--- src/rtl/core/floor_texture_coord_generator_core_macros.svh ---
// Assertion macros shared by the floor texture coordinate generator RTL.
`ifndef FLOOR_TEXTURE_COORD_GENERATOR_CORE_MACROS_SVH
`define FLOOR_TEXTURE_COORD_GENERATOR_CORE_MACROS_SVH
`ifndef NO_ASSERTIONS
// same-cycle implication
`define FCG_ASSERT_IMPL(name, clk, rst_n, ante, cons) \
	name: assert property (@(posedge clk) disable iff (!rst_n) (ante) |-> (cons)) \
		else $error("fcg: same-cycle check failed");
// next-cycle implication
`define FCG_ASSERT_NEXT(name, clk, rst_n, ante, cons) \
	name: assert property (@(posedge clk) disable iff (!rst_n) (ante) |=> (cons)) \
		else $error("fcg: next-cycle check failed");
`else
`define FCG_ASSERT_IMPL(name, clk, rst_n, ante, cons)
`define FCG_ASSERT_NEXT(name, clk, rst_n, ante, cons)
`endif
`endif

--- src/rtl/core/fcg_pkg.sv ---
// Package: constants, types and helpers of the floor texture coordinate generator.
`default_nettype none

package fcg_pkg;

	// screen and texture geometry; the screen width must be a power of two
	localparam int SCREEN_WIDTH_LOG2 = 10;
	localparam int SCREEN_HEIGHT     = 768;
	localparam int TEX_WIDTH_LOG2    = 6;
	localparam int TEX_HEIGHT_LOG2   = 6;
	localparam int FRAC_BITS         = 16;
	localparam int HALF_H            = SCREEN_HEIGHT / 2;

	// field widths
	localparam int POS_W   = 32;
	localparam int DIR_W   = 19;
	localparam int SHIFT_W = 10;
	localparam int FOG_W   = 32;
	localparam int ROW_W   = 10;
	localparam int TEXEL_W = 6;
	localparam int COORD_W = 32;
	localparam int DIST_W  = 32;

	// configuration port
	localparam int DATA_W    = 32;
	localparam int PADDR_W   = 5;
	localparam int REG_IDX_W = 3;

	localparam logic [REG_IDX_W-1:0] REG_POSITION_X   = 3'd0;
	localparam logic [REG_IDX_W-1:0] REG_POSITION_Y   = 3'd1;
	localparam logic [REG_IDX_W-1:0] REG_DIRECTION_X  = 3'd2;
	localparam logic [REG_IDX_W-1:0] REG_DIRECTION_Y  = 3'd3;
	localparam logic [REG_IDX_W-1:0] REG_PLANE_X      = 3'd4;
	localparam logic [REG_IDX_W-1:0] REG_PLANE_Y      = 3'd5;
	localparam logic [REG_IDX_W-1:0] REG_HORIZON_SHIFT = 3'd6;
	localparam logic [REG_IDX_W-1:0] REG_FOG_SCALE    = 3'd7;

	// register reset values
	localparam logic signed [DIR_W-1:0] DIRECTION_X_RST = 19'sd65536;
	localparam logic signed [DIR_W-1:0] PLANE_Y_RST     = 19'sd43253;

	// horizon arithmetic: signed width that holds row - horizon for any input
	localparam int HOR_W  = $clog2(HALF_H + 1536) + 1;
	localparam int OFFS_W = HOR_W - 1;

	// row distance divider: numerator HALF_H << FRAC_BITS
	localparam int DIV_NUM_W = $clog2(HALF_H) + FRAC_BITS + 1;
	localparam logic [DIV_NUM_W-1:0] DIV_NUM = DIV_NUM_W'(HALF_H) << FRAC_BITS;
	localparam int DIV_CNT_W = $clog2(DIV_NUM_W + 1);
	localparam int DQ_W      = (DIV_NUM_W > DIST_W) ? DIV_NUM_W : DIST_W + 1;

	// shared multiplier: unsigned distance times signed operand
	localparam int MUL_B_W    = DIST_W + 1;
	localparam int PROD_W     = 2 * MUL_B_W;
	localparam int STEP_SHIFT = FRAC_BITS + SCREEN_WIDTH_LOG2;

	// divider request and response
	typedef struct packed {
		logic              start;
		logic [OFFS_W-1:0] divisor;
	} div_req_t;

	typedef struct packed {
		logic                 busy;
		logic                 done;
		logic [DIV_NUM_W-1:0] quotient;
	} div_rsp_t;

	// quotient clamped to the 32-bit distance range
	function automatic logic [DIST_W-1:0] dist_sat(input logic [DIV_NUM_W-1:0] q);
		logic [DQ_W-1:0] w;
		w = DQ_W'(q);
		return (w[DQ_W-1:DIST_W] != '0) ? '1 : w[DIST_W-1:0];
	endfunction

	// texel index from the fraction of a world coordinate
	function automatic logic [TEXEL_W-1:0] texel(input logic [COORD_W-1:0] coord,
			input int tlog2);
		logic [COORD_W-1:0] v;
		if (tlog2 <= FRAC_BITS) begin
			v = coord >> (FRAC_BITS - tlog2);
		end else begin
			v = coord << (tlog2 - FRAC_BITS);
		end
		v = v & ((COORD_W'(1) << tlog2) - COORD_W'(1));
		return v[TEXEL_W-1:0];
	endfunction

endpackage

`default_nettype wire

--- src/rtl/core/fcg_div.sv ---
// Restoring divider, one quotient bit per cycle, for the row distance.
`default_nettype none

`include "floor_texture_coord_generator_core_macros.svh"

module fcg_div
	import fcg_pkg::*;
(
	input  logic     clk,
	input  logic     arst_n,
	input  div_req_t req,
	output div_rsp_t rsp
);

	logic                 busy_q;
	logic                 done_q;
	logic [DIV_CNT_W-1:0] cnt_q;
	logic [DIV_NUM_W-1:0] num_q;
	logic [DIV_NUM_W-1:0] quo_q;
	logic [OFFS_W-1:0]    rem_q;
	logic [OFFS_W-1:0]    div_q;

	// trial subtract of the shifted remainder
	logic [OFFS_W:0] trial;
	logic [OFFS_W:0] diff;
	logic            fits;

	assign trial = {rem_q, num_q[DIV_NUM_W-1]};
	assign diff  = trial - {1'b0, div_q};
	assign fits  = trial >= {1'b0, div_q};

	// control
	always_ff @(posedge clk or negedge arst_n) begin
		if (!arst_n) begin
			busy_q <= 1'b0;
			done_q <= 1'b0;
			cnt_q  <= '0;
		end else begin
			done_q <= 1'b0;
			if (req.start) begin
				busy_q <= 1'b1;
				cnt_q  <= DIV_CNT_W'(DIV_NUM_W);
			end else if (busy_q) begin
				cnt_q <= cnt_q - 1'b1;
				if (cnt_q == DIV_CNT_W'(1)) begin
					busy_q <= 1'b0;
					done_q <= 1'b1;
				end
			end
		end
	end

	// datapath
	always_ff @(posedge clk) begin
		if (req.start) begin
			num_q <= DIV_NUM;
			rem_q <= '0;
			quo_q <= '0;
			div_q <= req.divisor;
		end else if (busy_q) begin
			num_q <= num_q << 1;
			rem_q <= fits ? diff[OFFS_W-1:0] : trial[OFFS_W-1:0];
			quo_q <= {quo_q[DIV_NUM_W-2:0], fits};
		end
	end

	assign rsp.busy     = busy_q;
	assign rsp.done     = done_q;
	assign rsp.quotient = quo_q;

	`FCG_ASSERT_IMPL(a_start_idle, clk, arst_n, req.start, !busy_q)
	`FCG_ASSERT_IMPL(a_divisor_nonzero, clk, arst_n, req.start, req.divisor != '0)
	`FCG_ASSERT_NEXT(a_done_pulse, clk, arst_n, done_q, !done_q)
	`FCG_ASSERT_IMPL(a_rem_below_divisor, clk, arst_n, busy_q, rem_q < div_q)

endmodule

`default_nettype wire

--- config.mk ---
export PLATFORM = sky130hd
export DESIGN_NAME = fcg_div
export DESIGN_NICKNAME = d
export VERILOG_FILES = /design/src/rtl/core/fcg_pkg.sv /design/src/rtl/core/fcg_div.sv
export VERILOG_INCLUDE_DIRS = /design/src /design/src/rtl/core
export SDC_FILE = /design/constraint.sdc
export NUM_CORES = 1
export LEC_CHECK = 0
export ABC_AREA = 1
export BUFFER_PORTS_ARGS = -buffer_cell sky130_fd_sc_hd__buf_4
export CAP_MARGIN = 15
export CORE_ASPECT_RATIO = 0.9
export CORE_MARGIN = 3
export CORE_UTILIZATION = 45
export CTS_CLUSTER_DIAMETER = 100
export DETAILED_ROUTE_END_ITERATION = 12
export GPL_TIMING_DRIVEN = 0
export PLACE_DENSITY = 0.63
export SLEW_MARGIN = 20
export SYNTH_ARGS = -nofsm -noshare
export SYNTH_HDL_FRONTEND = slang
export SYNTH_SLANG_ARGS = --single-unit
--- constraint.sdc ---
create_clock -name clk -period 2.85 [get_ports clk]
set_clock_uncertainty 0.1 [all_clocks]
set_input_delay 0.1425 -clock clk [delete_from_list [all_inputs] [get_ports clk]]
set_output_delay 0.1425 -clock clk [all_outputs]
set_load 0.005 [all_outputs]
======== Word-level counts from Yosys, hierarchy flattened ========
Index checks and enable logic that the tools add are counted.
W data, S select, Z words.
word-level totals
  bits in registers ....................... 58
  word-level logic and storage cells ...... 21
  output and inout bits ................... 28
  bits of input ports ..................... 14
operators by class
  reductions and logical operators ........ 1
  muxes and demuxes ....................... 9
  eq/ne operators ......................... 1
  $add $sub $neg .......................... 2
  $lt $le $gt $ge ......................... 1
operator list
  kind                   number
  $ge A12 B11 Y1         1
  $mux W11               1
  $sub A11 B11 Y11       1
  $mux W5                2
  $mux W1                6
  $eq A5 B1 Y1 const B   1
  $sub A5 B1 Y5 const B  1
  $reduce_bool A2 Y1     1

======== Logic depth before layout (Yosys ltp) ========
Gate-level depths: netlist (run 1).
  depth after elaboration ................. 4
  depth in mapped cells ................... 13
  depth with buffers taken out ............ 13

======== Least setup slack after synthesis (run 1) ========
Ideal clock, no wire load.
  kind .................................... register -> register
  start point ............................. register div_q[0]
  end point ............................... register rem_q[10]
  arrival ................................. 1823 ps
  required time ........................... 2638 ps
  buffers on the path ..................... 1
  slack ................................... 815 ps
  setup time .............................. 112 ps
  period minus slack after synthesis ...... 2035 ps
  stages on the path, launching flop included .. 12
  path through ............................ edfxtp_1 -> ha_1 -> fa_1 -> inv_1 -> nand3_1 -> nand3_1 -> nand3_1 -> nand3_2 -> buf_6 -> nand3_1 -> nand2_1 -> nand2_1
on the way
  word-level cells in the longest chain between the ends .. 2
  elaborated cells on any way between the ends .. 3
  classes of those cells .................. add/sub (1); order compare (1); mux (1)
ends and longest elaborated chain
  element                                             line                          source
  start, declared                                     fcg_div.sv:21                 logic [OFFS_W-1:0] div_q;
  start signal, assigned                              fcg_div.sv:59                 div_q <= req.divisor;
  $sub A11 B11 Y11 or $ge A12 B11 Y1 (tied branches)  fcg_div.sv:29, fcg_div.sv:30
  $mux W11 *                                          fcg_div.sv:62                 rem_q <= fits ? diff[OFFS_W-1:0] : trial[OFFS_W-1:0];
  end signal, assigned                                fcg_div.sv:62
  end, declared                                       fcg_div.sv:20                 logic [OFFS_W-1:0] rem_q;
Every way passes the cells marked *; elsewhere a longest branch is shown, timed or not.
A chain may end at the register's enable or synchronous reset.

======== Worst setup path in the final report (run 1) ========
  start point ............................. register num_q[25]
  end point ............................... register rem_q[0]
on the way
  word-level cells in the longest chain between the ends .. 2
  elaborated cells on any way between the ends .. 3
  classes of those cells .................. add/sub (1); order compare (1); mux (1)
ends and longest elaborated chain
  element                                             line                          source
  start, declared                                     fcg_div.sv:18                 logic [DIV_NUM_W-1:0] num_q;
  start signal, assigned                              fcg_div.sv:61                 num_q <= num_q << 1;
  $sub A11 B11 Y11 or $ge A12 B11 Y1 (tied branches)  fcg_div.sv:29, fcg_div.sv:30
  $mux W11 *                                          fcg_div.sv:62
Marks and branches as above.

==> flow_summary_export.csv, run 1 <==
group,metric,value,unit
worst_setup_path,cp_cell_sequence,"inv_1, ha_1, fa_1, inv_1, nand3_1, nand3_1, nand3_1, nand3_2, buf_6, nand2_1, nand3_1, o21ai_1",
route,dr.pass1.iters,4,
synth,synthArstFlopShare,12.07,%
hold_path,holdCritPathClass,"in2reg",
place,portBuffers,41,
layout,regArea,1306,um^2
timing,max_freq,0.4177,GHz
worst_setup_path,crit_fanout,10,
power,peakVddDrop,0.0004389,V
worst_setup_path,worst_ep_required_time,2.97,ns
floorplanning,die-width,88.16,um
status,status,"complete, no violations",
global_routing,grt_pass1_wl,10.22,mm
layout,drive_above_1_share,18.83,%
cts,clk-insertion-delay-late,0.34,ns
synth,synth_flop_cell,"dfxtp_1",
worst_setup_path,cp_data_arrival_time,2.52,ns
layout,nets,432,
worst_setup_path,critical_path_buf_inv_count,3,
timing,fin_crit_sh,84.00,%
route,vias,2356,
floorplanning,initial_core_util,47.21,%
route,drc,0,
synth,ys_seq_area_share,47.78,%
place,dp_hpwl,4.216,mm
route,vias_per_cell,4.919,
layout,multi_input_area,1125,um^2
cts,cts_setup_buffers,0,
layout,fin_util,59.66,%
global_routing,track_usage,18.98,%
cts,cts_tree,"built",
worst_setup_path,crit_path_top_delay_cell,"fa_1",
route,ant_nets,0,
layout,area_growth,26.36,%
power,p_leak,1.646,nW
power,p_seq_share,36.4,%
route,drt_first_iter_violations,106,
timing,hold_viol_final,0,
timing,rsz0062_at_grt,"false",
synth,syn-instance-count,340,
floorplanning,dieArea,7048,um^2
synth,syn-num-nets,368,
timing,report.final.setup_viol,0,
global_routing,grt_pass1_vias,2268,
synth,avgSynthCellArea,8.041,um^2
worst_setup_path,crit_path_end_kind,"flip-flop",
floorplanning,io_pins,42,
power,power,2.796,mW
synth,yosysUniqueCellTypes,34,
timing,tns,0,ns
route,totalWireLength,6.085,mm
worst_setup_path,critPathKind,"reg2reg",
cts,cts_buffers,9,
power,switching_share,36.33,%
layout,n_antenna_cell,0,
layout,fillers,525,
synth,syn_area,2734,um^2
worst_setup_path,cpPeakStageDelay,0.37,ns
cts,cts_max_level,3,
global_routing,antenna_found_initial,0,
worst_setup_path,worst_setup_path_start_kind,"flip-flop",
cts,clock_sinks,58,
global_routing,grt_overflow,0,
cts,clk_path_buf_depth,2,
power,clkPwrFrac,27.6,%
worst_setup_path,crit_path_frequent_cell,"nand3_1",
global_routing,grt_max_degree,13,
power,internal-power,1.781,mW
floorplanning,core_area,5791,um^2
floorplanning,rows,26,
floorplanning,dieHeight,79.95,um
power,p_switching,1.016,mW
place,gp_congestion,0.8504,
worst_setup_path,critPathTopFamily,"simple AND/OR/NAND/NOR gates",
synth,ys_warn_count,0,
timing,max_slew_margin,68.64,%
timing,worst_pin_slew,0.4699,ns
synth,synth_edf_count,11,
route,wl_per_cell,12.70,um
synth,ys_ff_latch,58,
flow_run,maxCapViolCount,0,
cts,cts.clk_slew.worst_paths,0.07,ns
cts,clockRootBuffer,"clkbuf_8",
timing,fin_crit,2.394,ns
timing,slew_violations,0,
power,powerDensity,809.5,nW/um^2
power,p_comb_share,35.9,%
-- through the flow --
stage	setup WS [ns]	std cells	hold slack, ns	instance area, um^2
6_report	0.4559	479	0.06176	3455
5_1_grt	0.2568	479	0.05060	3455
4_1_cts	0.4746	479	0.03872	3455
3_5_place_dp	0.4982	451	-0.1367	3129
3_3_place_gp	0.5096	451	-0.1391	3129
2_1_floorplan	0.8145	340	-0.2531	2734
-- layout make-up --
cell class / count / share of cell area, %
Sequential cell: 58 / 37.81
Clock inverter: 4 / 1.449
Buffer: 9 / 1.485
Multi-Input combinational cell: 206 / 32.56
Tap cell: 70 / 2.535
Inverter: 67 / 7.280
Clock buffer: 12 / 4.491
Timing Repair Buffer: 53 / 12.39
-- per-layer routing --
| layer | up-vias | GRT usage (%) | share of wire, % |
|---|---|---|---|
| met2 | 47 | 30.04 | 45 |
| met3 | 9 | 8.050 | 5.1 |
| met4 | 0 | 5.891 | 1.4 |
| met5 | - | 0 | 0 |
| li1 | 1231 | - | - |
| met1 | 1069 | 23.32 | 49 |
-- path summary, 6_finish.rpt --
path | endpoint | startpoint | cells past startpoint | slack, ns
worst max-delay path | rem_q[0] | num_q[25] | 12 | 0.46
max in group asynchronous | cnt_q[0] | arst_n | 2 | 2.46
worst max register to register | rem_q[0] | num_q[25] | 12 | 0.46
min in group asynchronous | cnt_q[1] | arst_n | 2 | 0.07
worst min register to register | num_q[23] | num_q[23] | 2 | 0.36
worst min-delay path | div_q[7] | req[11] | 1 | 0.06
-- flip-flops by register name, summed over array words and instances (netlist names) --
signal	flops
div_q	11
cnt_q	5
quo_q	26
busy_q	1
num_q	3
rem_q	11
done_q	1
-- cell families (layout without fill, tap and decap cells) --
logic type	Yosys count	after routing	synth area share (%)
adder cells (fa/ha/maj)	14	14	6.682
buffers and inverters	76	145	11.08
flip-flops	58	58	47.78
AO/OA/AOI/OAI	54	54	12.08
AND/OR/NAND/NOR	137	137	22.06
XOR/XNOR	1	1	0.3204
-- Yosys cell counts (2+ instances only) --
library cell	number	area, um^2
a22oi_1	2	15.01
edfxtp_1	11	330.3
nand4_1	6	37.54
inv_1	64	240.2
buf_2	2	10.01
o21ai_0	8	40.04
o21a_1	2	15.01
buf_1	2	7.510
nand3_1	18	90.09
clkbuf_1	2	7.510
a21oi_1	8	40.04
buf_4	2	15.01
inv_2	2	7.510
a21oi_2	2	17.52
nand2_2	4	25.02
dfxtp_1	40	800.8
o21ai_1	4	20.02
dfrtp_1	7	175.2
nand2_1	67	251.5
ha_1	13	162.7
o21bai_1	2	15.01
nor2_1	33	123.9
nor2_2	5	31.28
o22ai_1	24	150.1
-- placed cells by master (no fill, tap or decap), drive strengths merged --
master	instances
nor4	1
nand3	19
nand4	6
edfxtp	11
o21ai	12
dfxtp	40
a21oi	10
clkinv	2
ha	13
dlygate4sd3	12
o21a	2
nor2	39
o21bai	2
clkbuf	14
bufinv	1
a21o	1
fa	1
dfrtp	7
inv	66
xnor2	1
o211a	1
nand2	71
clkinvlp	2
a22oi	2
o22ai	24
nor3	1
buf	48
-- power groups by stage --
stage / sequential [mW] / clock, mW / combinational [mW]
after floorplan: 1.02 / 0 / 0.780
after global placement: 1.03 / 0 / 0.969
after detailed placement: 1.03 / 0 / 0.982
after CTS: 1.02 / 0.800 / 1.00
after global routing: 1.03 / 0.837 / 1.14
final: 1.02 / 0.773 / 1.00
-- timing repair --
item                      CTS  global route
hold endpoints to repair   18             0
gates resized for setup     0             0
hold buffers               12             0
Note: power is estimated with default switching activity, not from simulation.
==> run 2, diff against run 1 <==
--- a/config.mk
+++ b/config.mk
@@ -15,7 +15,7 @@
 export CTS_CLUSTER_DIAMETER = 100
 export DETAILED_ROUTE_END_ITERATION = 12
 export GPL_TIMING_DRIVEN = 0
-export PLACE_DENSITY = 0.63
+export PLACE_DENSITY = 0.65
 export SLEW_MARGIN = 20
 export SYNTH_ARGS = -nofsm -noshare
 export SYNTH_HDL_FRONTEND = slang
==> constraint.sdc (replaced) <==
create_clock -name clk -period 1.92 [get_ports clk]
set_clock_uncertainty 0.1 [all_clocks]
set_input_delay 0.096 -clock clk [delete_from_list [all_inputs] [get_ports clk]]
set_output_delay 0.096 -clock clk [all_outputs]
set_load 0.005 [all_outputs]
==> run 2 against run 1 <==
- the run now ends with negative setup slack left
- hold slack worse by 0.059 ns
- clock power is 64% higher
- clock-buffer cell count is 3 lower
- critical endpoint is now rem_q[1]
- largest power group is now combinational logic
- highest routed layer unchanged
==> flow_summary_export.csv, run 2 (synthesized netlist as in run 1, its figures left out) <==
group,metric,value,unit
status,status,"complete, but fails checks",
status,violations,"negative setup slack",
cts,clk-insertion-delay-late,0.34,ns
worst_setup_path,crit_fanout,5,
layout,fillers,480,
worst_setup_path,cpPeakStageDelay,0.41,ns
power,clkPwrFrac,25.7,%
route,ant_nets,0,
floorplanning,rows,26,
place,dp_hpwl,4.139,mm
hold_path,holdCritPathClass,"in2reg",
cts,cts.clk_slew.worst_paths,0.07,ns
layout,fin_util,65.99,%
power,power,4.935,mW
power,p_leak,1.764,nW
layout,regArea,1308,um^2
layout,reg_top3,"quo_q x26, div_q x11, rem_q x11",
worst_setup_path,cp_data_arrival_time,2.08,ns
worst_setup_path,crit_path_end_kind,"flip-flop",
power,peakVddDrop,0.0006510,V
floorplanning,dieArea,7048,um^2
place,portBuffers,41,
global_routing,grt_overflow,0,
global_routing,grt_pass1_vias,2311,
place,placedCellCount,451,
cts,clock_sinks,58,
floorplanning,core_area,5791,um^2
layout,nets,449,
worst_setup_path,crit_path_top_delay_cell,"edfxtp_1",
power,p_seq_share,31.1,%
cts,clockRootBuffer,"clkbuf_8",
layout,multi_input_area,1303,um^2
global_routing,grt_pass1_wl,10.50,mm
cts,cts_max_level,3,
route,vias_per_cell,4.915,
layout,n_antenna_cell,0,
timing,max_freq,0.5112,GHz
layout,largest_reg_flops,26,
timing,fin_crit_sh,101.9,%
layout,largest_register,"quo_q",
route,wl_per_cell,12.72,um
layout,finalNonFillerCells,496,
worst_setup_path,crit_path_frequent_cell,"nand3_4",
floorplanning,io_pins,42,
timing,report.final.setup_viol,8,
layout,final_cell_mix,"nand2_1 (60), inv_1 (58), buf_4 (55)",
worst_setup_path,critPathKind,"reg2reg",
floorplanning,initial_core_util,47.21,%
power,internal-power,3.143,mW
route,totalWireLength,6.310,mm
timing,hold_viol_final,0,
timing,rsz0062_at_grt,"true",
cts,clk_path_buf_depth,2,
power,powerDensity,1291,nW/um^2
timing,worst_pin_slew,0.4303,ns
timing,fin_crit,1.956,ns
layout,drive_above_1_share,29.11,%
cts,cts_tree,"built",
power,switching_share,36.31,%
power,p_comb_share,43.3,%
timing,slew_violations,0,
floorplanning,dieHeight,79.95,um
cts,cts_buffers,9,
layout,area_growth,39.77,%
worst_setup_path,worst_ep_required_time,2.05,ns
worst_setup_path,worst_setup_path_start_kind,"flip-flop",
global_routing,antenna_found_initial,0,
layout,layout_commonest_cell,"nand2_1",
power,p_switching,1.792,mW
timing,max_slew_margin,71.31,%
floorplanning,die-width,88.16,um
flow_run,maxCapViolCount,0,
global_routing,track_usage,19.61,%
global_routing,grt_max_degree,13,
route,dr.pass1.iters,5,
timing,worst_slack,-0.03616,ns
worst_setup_path,cp_cell_sequence,"ha_4, fa_2, inv_2, nand3_2, nand3_4, nand3_4, nand3_4, buf_8, nand2_2, nand3_1, o21ai_1",
route,drc,0,
route,vias,2438,
route,drt_first_iter_violations,138,
place,gp_congestion,0.8563,
==> run 2: cell count changes in the layout (fill, tap and decap cells not counted), sizes merged <==
cell / delta
inv: +2
buf: +15
dlygate4sd3: +1
bufinv: +1
clkbuf: -2
==> run 2: path summary, 6_finish.rpt <==
path,cells after the start,to,slack [ns],from
max reg2reg,11,rem_q[1],-0.04,div_q[0]
min,1,div_q[10],0.003,req[11]
max in group asynchronous,3,busy_q,0.87,arst_n
min in group asynchronous,3,cnt_q[3],0.61,arst_n
max,11,rem_q[1],-0.04,div_q[0]
min reg2reg,2,num_q[25],0.37,num_q[24]
==> run 2: layout make-up <==
| type | instances | share of cell area [%] |
|---|---|---|
| sequential | 58 | 34.22 |
| multi-input combinational | 206 | 34.09 |
| timing repair buffer | 70 | 15.42 |
| inverter | 67 | 6.614 |
| clock buffer | 9 | 3.242 |
| clock inverter | 7 | 2.652 |
| tap | 70 | 2.292 |
| buffer | 9 | 1.473 |
==> run 2: power by group through the flow <==
stage / sequential [mW] / combinational [mW] / clock [mW]
finish: 1.53 / 2.14 / 1.27
global route: 1.55 / 2.37 / 1.35
CTS: 1.53 / 2.06 / 1.30
detailed placement: 1.53 / 1.49 / 0
global placement: 1.53 / 1.48 / 0
floorplan: 1.51 / 1.19 / 0
==> run 2: through the flow <==
step	worst slack [ns]	setup TNS, ns	cell area, um^2	hold slack (ns)
3_5_place_dp	-0.2057	-2.173	3157	-0.1853
4_1_cts	-0.01266	-0.01266	3790	0.01111
2_1_floorplan	0.01074	0	2761	-0.2996
5_1_grt	-0.1379	-1.265	3821	0.004549
3_3_place_gp	-0.2022	-1.919	3157	-0.1869
6_report	-0.03616	-0.1355	3821	0.003196
==> run 2: worst max-delay path, delay by kind of cell (launching register included) <==
kind | cells | cell delay [ns]
compound gates | 1 | 0.07
simple gates | 6 | 0.53
flops | 1 | 0.41
buf+inv | 2 | 0.22
fa+ha+maj | 2 | 0.51
==> run 2: repair_timing <==
item                                    in CTS  in global routing
setup buffers                               14                  1
pin swaps                                   15                  9
resized for setup                           32                  8
hold buffers                                13                  0
hold endpoints to repair                    18                  0
endpoints found under the setup margin      28                 20
gates cloned                                 1                  0
==> run 2: metal layers <==
| metal | GRT usage (%) | vias up | wire, um |
|---|---|---|---|
| met1 | 25.40 | 1091 | 2988 |
| met4 | 9.517 | 0 | 157 |
| li1 | - | 1260 | - |
| met3 | 6.398 | 15 | 430 |
| met2 | 29.22 | 72 | 2733 |
| met5 | 0 | - | 0 |
==> run 3, diff against run 2 <==
--- a/config.mk
+++ b/config.mk
@@ -6,7 +6,6 @@
 export SDC_FILE = /design/constraint.sdc
 export NUM_CORES = 1
 export LEC_CHECK = 0
-export ABC_AREA = 1
 export BUFFER_PORTS_ARGS = -buffer_cell sky130_fd_sc_hd__buf_4
 export CAP_MARGIN = 15
 export CORE_ASPECT_RATIO = 0.9
==> run 3 against run 2 <==
- critical path depth down 2
- first-iteration DRC count down 15%
- sequential share of layout area up 1.6 points
- the run still ends with negative setup slack left
- hold slack better by 0.018 ns
- clock power down 13%
- synthesized cell count down 17%
- global-route usage down 1.9 points
- area after synthesis up 2.6%
- design area down 4.4%
- maximum frequency down 10%
- sequential cell count unchanged
==> flow_summary_export.csv, run 3 <==
group,metric,value,unit
cts,cts.clk_slew.worst_paths,0.06,ns
worst_setup_path,cp_data_arrival_time,2.27,ns
layout,area_growth,30.34,%
cts,cts_tree,"built",
worst_setup_path,critPathTopFamily,"compound AO/OA/AOI/OAI gates",
global_routing,antenna_found_initial,0,
place,portBuffers,41,
synth,syn-num-nets,311,
layout,regArea,1308,um^2
timing,slew_violations,0,
synth,synth_flop_cell,"dfxtp_1",
route,drc,0,
place,gp_congestion,0.8389,
floorplanning,initial_core_util,47.88,%
synth,avgSynthCellArea,9.908,um^2
worst_setup_path,worst_setup_path_start_kind,"flip-flop",
timing,tns,-2.419,ns
floorplanning,die-width,89.21,um
synth,synth_area_leaders,"dfxtp_1 (29%), edfxtp_1 (12%), mux2i_1 (11%)",
timing,hold_viol_final,0,
hold_path,holdCritPathClass,"in2async",
layout,fillers,514,
synth,synth_top_area_cell,"dfxtp_1",
timing,max_freq,0.4593,GHz
power,p_leak,1.749,nW
global_routing,grt_max_degree,17,
route,vias_per_cell,5.053,
route,ant_nets,0,
power,powerDensity,743.7,nW/um^2
place,dp_hpwl,3.967,mm
route,wl_per_cell,13.37,um
cts,cts_buffers,9,
synth,syn-instance-count,283,
layout,nets,383,
cts,clockRootBuffer,"clkbuf_8",
route,dr.pass1.iters,4,
worst_setup_path,cp_cell_sequence,"ha_2, fa_2, nand2b_4, a21oi_4, o21a_4, o21a_1, buf_6, mux2i_1, a211oi_1",
global_routing,track_usage,17.67,%
synth,ys_warn_count,0,
timing,rsz0062_at_grt,"true",
layout,drive_above_1_share,24.72,%
timing,max_slew_margin,68.56,%
cts,clock_sinks,58,
power,peakVddDrop,0.0007075,V
worst_setup_path,worst_ep_required_time,2.01,ns
synth,syn_area,2804,um^2
worst_setup_path,cpPeakStageDelay,0.37,ns
worst_setup_path,critical_path_buf_inv_count,1,
floorplanning,core_area,5856,um^2
layout,final_cell_mix,"buf_4 (53), nor2_1 (45), dfxtp_1 (39)",
status,violations,"negative setup slack",
floorplanning,io_pins,42,
layout,n_antenna_cell,0,
synth,ys_ff_latch,58,
worst_setup_path,crit_path_end_kind,"flip-flop",
layout,multi_input_area,1421,um^2
global_routing,grt_pass1_wl,9.687,mm
route,totalWireLength,5.751,mm
layout,largest_reg_flops,26,
synth,ys_seq_area_share,46.59,%
timing,worst_slack,-0.2574,ns
synth,synth_edf_count,11,
cts,cts_max_level,3,
route,vias,2173,
status,status,"complete, but fails checks",
timing,fin_crit_sh,113.4,%
synth,yosysUniqueCellTypes,48,
synth,synth_top_area_share,28.56,%
layout,design_area,3655,um^2
timing,report.final.setup_viol,12,
synth,netlist_top_cells_count,"nor2_1 (45), dfxtp_1 (40), mux2i_1 (30), inv_1 (16), nand2_1 (16)",
route,drt_first_iter_violations,117,
global_routing,grt_overflow,0,
floorplanning,rows,26,
cts,clk_path_buf_depth,2,
synth,yosysMostFrequentCell,"nor2_1",
place,dpl_cell_area,3224,um^2
layout,largest_register,"quo_q",
floorplanning,dieArea,7215,um^2
timing,worst_pin_slew,0.4716,ns
layout,finalNonFillerCells,430,
synth,synthArstFlopShare,12.07,%
layout,reg_top3,"quo_q x26, div_q x11, rem_q x11",
place,placedCellCount,394,
worst_setup_path,crit_path_top_delay_cell,"edfxtp_1",
timing,fin_crit,2.177,ns
global_routing,grt_pass1_vias,2052,
cts,clk-insertion-delay-late,0.32,ns
flow_run,maxCapViolCount,0,
worst_setup_path,crit_fanout,5,
layout,layout_commonest_cell,"buf_4",
worst_setup_path,critPathKind,"reg2reg",
floorplanning,dieHeight,80.89,um
-- run 3: cell count changes in the layout (fill, tap and decap cells not counted), moves of 7 or more --
cell,before,now
mux2i_1,0,30
nand2_2,9,0
xnor2_1,1,8
nand2_1,60,16
inv_2,8,0
clkbuf_1,2,11
nand3_1,13,2
nor3_1,0,7
nor2_1,31,45
o22ai_1,24,0
inv_1,58,16
-- run 3: where the power goes --
part	leakage, nW	total (mW)	internal (mW)	switching, mW
sequential	0.509	1.31	1.28	0.0234
combinational	1.14	0.300	0.144	0.156
clock	0.104	1.11	0.661	0.451
-- run 3: through the flow --
stage | worst slack (ns) | power, mW | utilization (%) | hold slack [ns]
floorplan | -0.2032 | 1.517 | - | -0.2996
global placement | -0.3562 | 1.584 | 55.06 | -0.1879
detailed placement | -0.3601 | 1.590 | 55.06 | -0.1857
CTS | -0.2637 | 2.751 | 61.86 | 0.002453
global route | -0.3650 | 2.851 | 62.41 | 0.02105
finish | -0.2574 | 2.718 | 62.41 | 0.02086
-- run 3: repair_timing --
item,CTS,global route
hold endpoints to repair,18,0
setup buffers,6,1
pin swaps,5,2
gates resized for setup,6,4
gates cloned,1,0
endpoints found under the setup margin,12,12
hold buffers,12,0
-- run 3: routing by layer --
layer	track usage (%)	vias to the layer above	share of wire (%)
met5	0	-	0
met4	5.357	0	0.40
met3	5.172	2	4.5
met2	27.39	38	46
met1	23.83	1002	49
li1	-	1131	-
-- run 3: path summary, 6_finish.rpt --
kind | slack, ns | depth (start not counted) | to | from
setup / recovery | -0.26 | 9 | rem_q[2] | div_q[0]
hold / removal | 0.02 | 2 | cnt_q[4] | arst_n
setup reg to reg | -0.26 | 9 | rem_q[2] | div_q[0]
hold reg to reg | 0.36 | 1 | num_q[23] | num_q[23]
max in group asynchronous | 1.57 | 2 | cnt_q[1] | arst_n
min in group clk | 0.05 | 1 | div_q[4] | req[11]
-- run 3: cell families after synthesis --
| kind of cell | synth area share (%) |
|---|---|
| simple gates | 14.64 |
| flops | 46.59 |
| compound gates | 12.90 |
| buf+inv | 5.221 |
| mux | 10.71 |
| fa+ha+maj | 6.515 |
| xor+xnor | 3.436 |
-- run 3: final cells by class --
| type | count | area share, % |
|---|---|---|
| well taps | 70 | 2.396 |
| plain buffers | 16 | 2.362 |
| clock buffers | 15 | 5.443 |
| flip-flops and latches | 58 | 35.78 |
| clock inverters | 1 | 0.1369 |
| inverters | 16 | 1.643 |
| multi-input cells | 193 | 38.89 |
| repair buffers | 61 | 13.35 |
